## src/rtl/assert_macros.svh

```systemverilog
// assertion helpers included by the blur core
`ifndef ASSERT_MACROS_SVH
`define ASSERT_MACROS_SVH
`ifndef ASSERT_OFF
`define BBL_ASSERT_IMPL(lbl, clk, rst_n, ante, cons) \
	lbl: assert property (@(posedge clk) disable iff (!(rst_n)) (ante) |-> (cons)) \
		else $error("same-cycle check failed");
`define BBL_ASSERT_NEXT(lbl, clk, rst_n, ante, cons) \
	lbl: assert property (@(posedge clk) disable iff (!(rst_n)) (ante) |=> (cons)) \
		else $error("next-cycle check failed");
`else
`define BBL_ASSERT_IMPL(lbl, clk, rst_n, ante, cons)
`define BBL_ASSERT_NEXT(lbl, clk, rst_n, ante, cons)
`endif
`endif

```

## src/rtl/bbl_pkg.sv

```systemverilog
package bbl_pkg;

	localparam int MaxWidth  = 1024;
	localparam int MaxHeight = 4096;

	localparam int ColW  = $clog2(MaxWidth);
	localparam int RowW  = $clog2(MaxHeight);
	localparam int EffWW = $clog2(MaxWidth + 1);
	localparam int EffHW = $clog2(MaxHeight + 1);

	localparam int WidthRegW  = 11;
	localparam int HeightRegW = 13;
	localparam int CfgIdxW    = 2;
	localparam int CfgDataW   = 13;

	localparam logic [WidthRegW-1:0]  WidthReset  = 11'd640;
	localparam logic [HeightRegW-1:0] HeightReset = 13'd480;

	localparam int ChanW      = 8;
	localparam int PixW       = 3 * ChanW;
	localparam int Taps       = 9;
	localparam int SumW       = 12;
	localparam int XW         = SumW + 1;
	localparam int CntW       = 4;
	localparam int RecipW     = 17;
	localparam int RecipShift = 17;
	localparam int ProdW      = XW + RecipW;

	typedef enum logic [CfgIdxW-1:0] {
		CFG_WIDTH  = 2'd0,
		CFG_HEIGHT = 2'd1
	} cfg_idx_t;

	typedef enum logic {
		OP_PIXEL = 1'b0,
		OP_DRAIN = 1'b1
	} op_t;

	typedef logic [ChanW-1:0] chan_t;
	typedef logic [PixW-1:0] pix_t;
	typedef pix_t [Taps-1:0] win_t;
	typedef logic [Taps-1:0] tap_mask_t;

	// ceil(2^17 / (2n)); exact for (2*sum + n) up to 2*9*255 + 9
	function automatic logic [RecipW-1:0] recip(input logic [CntW-1:0] n);
		logic [RecipW-1:0] m;
		case (n)
			4'd1:    m = 17'd65536;
			4'd2:    m = 17'd32768;
			4'd3:    m = 17'd21846;
			4'd4:    m = 17'd16384;
			4'd5:    m = 17'd13108;
			4'd6:    m = 17'd10923;
			4'd7:    m = 17'd9363;
			4'd8:    m = 17'd8192;
			4'd9:    m = 17'd7282;
			default: m = 17'd65536;
		endcase
		return m;
	endfunction

endpackage

```

## src/rtl/bbl_mean.sv

```systemverilog
module bbl_mean (
	input  logic               clk,
	input  logic               arst_n,
	input  logic               start,
	input  bbl_pkg::win_t      win,
	input  bbl_pkg::tap_mask_t mask,
	output logic               done,
	output bbl_pkg::pix_t      mean
);

	logic [bbl_pkg::SumW-1:0]  part [3][3];
	logic [bbl_pkg::SumW-1:0]  sum_d [3];
	logic [bbl_pkg::SumW-1:0]  sum_s1 [3];
	logic [bbl_pkg::CntW-1:0]  cnt_s1;
	logic                      vld_s1;
	logic [bbl_pkg::XW-1:0]    x_d [3];
	logic [bbl_pkg::ProdW-1:0] prod_s2 [3];
	logic                      vld_s2;

	// column partial sums first, then the three columns
	always_comb begin
		for (int ch = 0; ch < 3; ch++) begin
			for (int col = 0; col < 3; col++) begin
				part[ch][col] = '0;
				for (int row = 0; row < 3; row++) begin
					if (mask[col * 3 + row]) begin
						part[ch][col] = part[ch][col] + bbl_pkg::SumW'(
							win[col * 3 + row][bbl_pkg::PixW - 1 - ch * bbl_pkg::ChanW -: bbl_pkg::ChanW]);
					end
				end
			end
			sum_d[ch] = part[ch][0] + part[ch][1] + part[ch][2];
		end
	end

	always_ff @(posedge clk or negedge arst_n) begin
		if (!arst_n) begin
			vld_s1 <= 1'b0;
			vld_s2 <= 1'b0;
		end else begin
			vld_s1 <= start;
			vld_s2 <= vld_s1;
		end
	end

	always_ff @(posedge clk) begin
		if (start) begin
			sum_s1 <= sum_d;
			cnt_s1 <= bbl_pkg::CntW'($countones(mask));
		end
	end

	// round half up: (2*sum + n) / (2n) by reciprocal multiply
	always_comb begin
		for (int ch = 0; ch < 3; ch++) begin
			x_d[ch] = bbl_pkg::XW'({sum_s1[ch], 1'b0}) + bbl_pkg::XW'(cnt_s1);
		end
	end

	always_ff @(posedge clk) begin
		if (vld_s1) begin
			for (int ch = 0; ch < 3; ch++) begin
				prod_s2[ch] <= bbl_pkg::ProdW'(x_d[ch]) *
					bbl_pkg::ProdW'(bbl_pkg::recip(cnt_s1));
			end
		end
	end

	assign done = vld_s2;
	assign mean = {prod_s2[0][bbl_pkg::RecipShift + bbl_pkg::ChanW - 1 -: bbl_pkg::ChanW],
		prod_s2[1][bbl_pkg::RecipShift + bbl_pkg::ChanW - 1 -: bbl_pkg::ChanW],
		prod_s2[2][bbl_pkg::RecipShift + bbl_pkg::ChanW - 1 -: bbl_pkg::ChanW]};

endmodule

```

## config.mk

```make
export PLATFORM = sky130hd
export DESIGN_NAME = bbl_mean
export DESIGN_NICKNAME = d
export VERILOG_FILES = /design/src/rtl/assert_macros.svh /design/src/rtl/bbl_pkg.sv /design/src/rtl/bbl_mean.sv
export SDC_FILE = /design/constraint.sdc
export NUM_CORES = 2
export LEC_CHECK = 0
export BUFFER_PORTS_ARGS = -buffer_cell sky130_fd_sc_hd__buf_2
export CORE_MARGIN = 1.5
export CORE_UTILIZATION = 45
export CTS_BUF_LIST = sky130_fd_sc_hd__clkbuf_4
export DETAILED_ROUTE_END_ITERATION = 10
export GPL_TIMING_DRIVEN = 0
export HOLD_SLACK_MARGIN = 0.08
export SYNTH_ARGS = -nofsm -noshare
export SYNTH_HDL_FRONTEND = slang
export SYNTH_SLANG_ARGS = --single-unit
export TNS_END_PERCENT = 5
```

## constraint.sdc

```tcl
create_clock -name clk -period 12.9 [get_ports clk]
set_clock_uncertainty 0.15 [all_clocks]
set_input_delay 3.87 -clock clk [delete_from_list [all_inputs] [get_ports clk]]
set_output_delay 3.87 -clock clk [all_outputs]
set_load 0.01 [all_outputs]
```

### After elaboration in Yosys (flattened, before gate mapping)

Memories as Yosys holds them, arrays and structs flattened. A register that Yosys moved wholly into a read port is not among the register bits.
Index checks and enable logic that the tools add are counted.

* register bits: 42
* memories kept: 4
* input bits: 228
* ROM bits: 816
* RAM bits: 90

Memories
* (name not given): words 16, width 17, read ports 1, clocked after memory_dff 1, write ports 0, line bbl_pkg.sv:47 `case (n)`
* (name not given): words 16, width 17, read ports 1, clocked after memory_dff 1, write ports 0, line bbl_pkg.sv:47
* (name not given): words 16, width 17, read ports 1, clocked after memory_dff 1, write ports 0, line bbl_pkg.sv:47
* prod_s2: words 3, width 30, read ports 3, clocked after memory_dff 0, write ports 3, line bbl_mean.sv:17 `logic [bbl_pkg::ProdW-1:0] prod_s2 [3];`

* add/subtract/negate cells: 35
* multiply operators: 3
* muxes and demuxes: 35

Operators by type and width (count)
* $add A12 B8 Y12: 18
* $mux W12: 18
* $mul A13 B17 Y30: 3
* $add A12 B12 Y12: 6
* $mux W8: 9
* $mux W17: 3
* $add A13 B4 Y13: 3
* $mux W4: 3
* $add A1 B1 Y2: 4
* $add A2 B2 Y3: 2
* $add A3 B3 Y4: 1
* $add A4 B1 Y4: 1
* $mux W1: 2

### Depth between registers and ports, before layout

* word-level depth: 7
* depth in mapped cells: 26
* gate-level depth less buffers: 25

### Worst setup path after synthesis

Ideal clock, no wire load.

* path kind: input to register
* from: input port win[16] (netlist bit)
* to: register sum_s1[34] (netlist bit), data pin
* library setup time: 258 ps
* data arrival time: 8090 ps
* data required time: 12492 ps
* cell stages on the path: 23
* setup slack: 4402 ps
* cell sequence: and2_1 > ha_1 > fa_1 > a21o_1 > a21oi_1 > o21bai_1 > a21o_1 > xor2_1 > mux2_2 > ha_1 > a21oi_1 > o21ai_0 > xnor2_1 > nand2_1 > o21ai_0 > fa_1 > inv_1 > ha_1 > a21oi_1 > o21ai_0 > a21o_1 > a21oi_1 > xnor2_1

RTL lines
* start, declared: line bbl_mean.sv:5 `input bbl_pkg::win_t win,`
* end signal, assigned: line bbl_mean.sv:48 `sum_s1 <= sum_d;`
* end, declared: line bbl_mean.sv:13 `logic [bbl_pkg::SumW-1:0] sum_s1 [3];`

==> metrics.yaml <==
vias: 23128
outcome: "completed"
synth_edf_count: 64
hp-class: "reg2reg"
dpl_worst_slack_ns: 3.45
tritoncts: "yes"
crit_required_ns: 13.08
synth_area_um2: 29700
setup_viol: 0
synth.distinct_cells: 54
antenna_found_initial: 7
cts_resized: 0
synth_cells: 3478
die_w_um: 260
relSlewSlack: 0.0493
timing.final.crit_period_ns: 8.99
holdBufCountCts: 0
fin_tns_setup_ns: 0
drive_gt1_frac: 0.0885
yosysTopAreaCellShare: 0.355
cp-start-kind: "input port"
crit_top_cell: "o21ai_0"
ioPinCount: 253
syn_nets: 4569
hpwl_um: 72400
min_period_over_period: 0.697
worst_pin_slew_ns: 1.39
routedWlPerCell_um: 18.0
routabilityCongestion: 0.941
gr-total-overflow: 0
clkTransAtPathRegs_ns: 0.18
cp-end-kind: "flip-flop"
coreArea_um2: 65600
finalCoreUtilization: 0.491
cts_made_buffers: 9
cts.sinks: 81
cp_max_fo: 10
synth_async_sr_flop_share: 0.0247
drc: 0
yosys_warnings: 0
fin_nets: 4827
clk_path_buf_depth: 2
fmax_mhz: 111
ys.flop_type: "edfxtp_1"
critPathMaxStageDelay_ns: 0.64
synth.largest_area_cell: "fa_1"
rows: 94
die_h_um: 260
yosysSeqAreaShare: 0.0764
syn2layout_area_growth_pct: 8.44
die_area_um2: 67700
cts_root_buffer: "clkbuf_4"
portBuffers: 247
path_class: "in2reg"
final_common_cell: "inv_1"
antenna_left: 0
cp_slowest_cell: "fa_1"
layout_setup_ws_ns: 3.91
path_cells: "buf_2 -> clkbuf_1 -> nand2_1 -> inv_1 -> fa_1 -> nand2_1 -> o21ai_0 -> ha_1 -> a21o_1 -> a21oi_1 -> o21ai_0 -> a21oi_1 -> xor2_1 -> nand2_1 -> o21ai_0 -> fa_1 -> inv_1 -> ha_1 -> a21boi_0 -> o21ai_0 -> a21boi_0 -> o21ai_0 -> a21boi_0 -> nor2_1"
maxCapViolations: 0
avgSynthCellArea_um2: 8.55
synth_area_leaders: "fa_1 (35%), ha_1 (14%), inv_1 (9.7%), nand2_1 (6.8%), edfxtp_1 (6.5%)"
grt_max_degree: 43
vias_per_cell: 5.01
h-tree-depth: 3
maxSlewViolCount: 0
firstDrtPassIters: 5
grt_first_pass_wirelength_um: 132000
final_cell_mix: "inv_1 (765), nand2_1 (542), fa_1 (527)"
drtIter0Drc: 1206
finalHoldViolations: 0
grt_pass1_vias: 24245
cts_setup_buffers: 0
grt_use_total: 0.256
initial_core_util: 0.453
ys_seq_elements: 81
place_area_um2: 32100
stdcell_area_um2: 32300
rsz0062_at_grt: "false"
clock_latency_ns: 0.59
arrival_ns: 9.17
routed_wl_um: 83000
metal layers:
layer,track usage,up-vias,part of all wire
li1,-,11169,-
met1,0.324,11159,0.42
met2,0.450,671,0.49
met5,0,-,0.00034
met4,0.0896,4,0.038
met3,0.0308,125,0.053
path summary, 6_finish.rpt:
check,from,endpoint,slack (ns),cells after the start
min reg2reg,cnt_s1[3],flip-flop,0.67,2
max in group asynchronous,arst_n,vld_s1,9.54,1
max reg2reg,cnt_s1[2],prod_s2[0][84],4.19,22
min,cnt_s1[3],flip-flop,0.67,2
min in group asynchronous,arst_n,vld_s1,2.94,1
max,mask[3],sum_s1[21],3.91,24
cell usage after synthesis, types with 2 or more instances:
library cell,count
buf_1,9
nor3_1,21
nand3_1,8
o21a_1,10
and4_1,3
ha_1,336
xnor2_1,144
a21o_1,59
a211o_1,10
dfrtp_1,2
or2_2,10
nand2_1,542
o31ai_1,2
a2111oi_0,2
nand4_1,11
a31oi_1,9
and3_1,7
o211ai_1,2
a21boi_0,15
nand2b_1,11
nor4_1,3
mux2_2,46
o21bai_1,24
o21ai_0,153
nor2b_1,26
nor3b_1,6
fa_1,527
inv_1,765
o211a_1,3
edfxtp_1,64
inv_2,3
xor2_1,55
and2_1,213
clkbuf_1,117
mux2i_1,12
a311oi_1,2
a211oi_1,7
nor2_1,73
a21oi_1,137
dfxtp_1,15
layout make-up:
class	instances	area, um^2
Timing Repair Buffer	247	1240
Clock inverter	7	106
Buffer	127	484
Clock buffer	9	67.6
Fill cell	6575	33400
Inverter	768	2880
Tap cell	864	1080
Sequential cell	81	2270
Antenna cell	7	17.5
Multi-Input combinational cell	2502	24100
cells by family (layout without fill, tap and decap cells):
group / after synthesis / in the layout / share of synthesized area
simple gates: 939 / 939 / 0.146
buf+inv: 895 / 1158 / 0.113
fa+ha+maj: 863 / 863 / 0.496
compound gates: 443 / 443 / 0.0886
xor+xnor: 199 / 199 / 0.0586
flops: 81 / 81 / 0.0764
mux: 58 / 58 / 0.0215
other cells: 0 / 7 / 0
critical path, delay by kind of cell:
kind / cells / cell delay [ns]
AOI/OAI and AO/OA: 11 / 2.34
adders and majority gates: 4 / 1.70
buffers and inverters: 4 / 0.79
and+or+nand+nor: 4 / 0.36
xor gates and xnor gates: 1 / 0.10
through the flow:
| step | hold WS, ns | cells |
|---|---|---|
| 6_report | 0.666 | 4612 |
| 5_1_grt | 0.783 | 4611 |
| 4_1_cts | 0.713 | 4605 |
| 3_5_place_dp | 0.721 | 4589 |
| 3_3_place_gp | 0.717 | 4589 |
| 2_1_floorplan | 0.509 | 3478 |
Power is not shown: default switching activity piles up to over one toggle a cycle in this logic, so the estimate is an artifact.
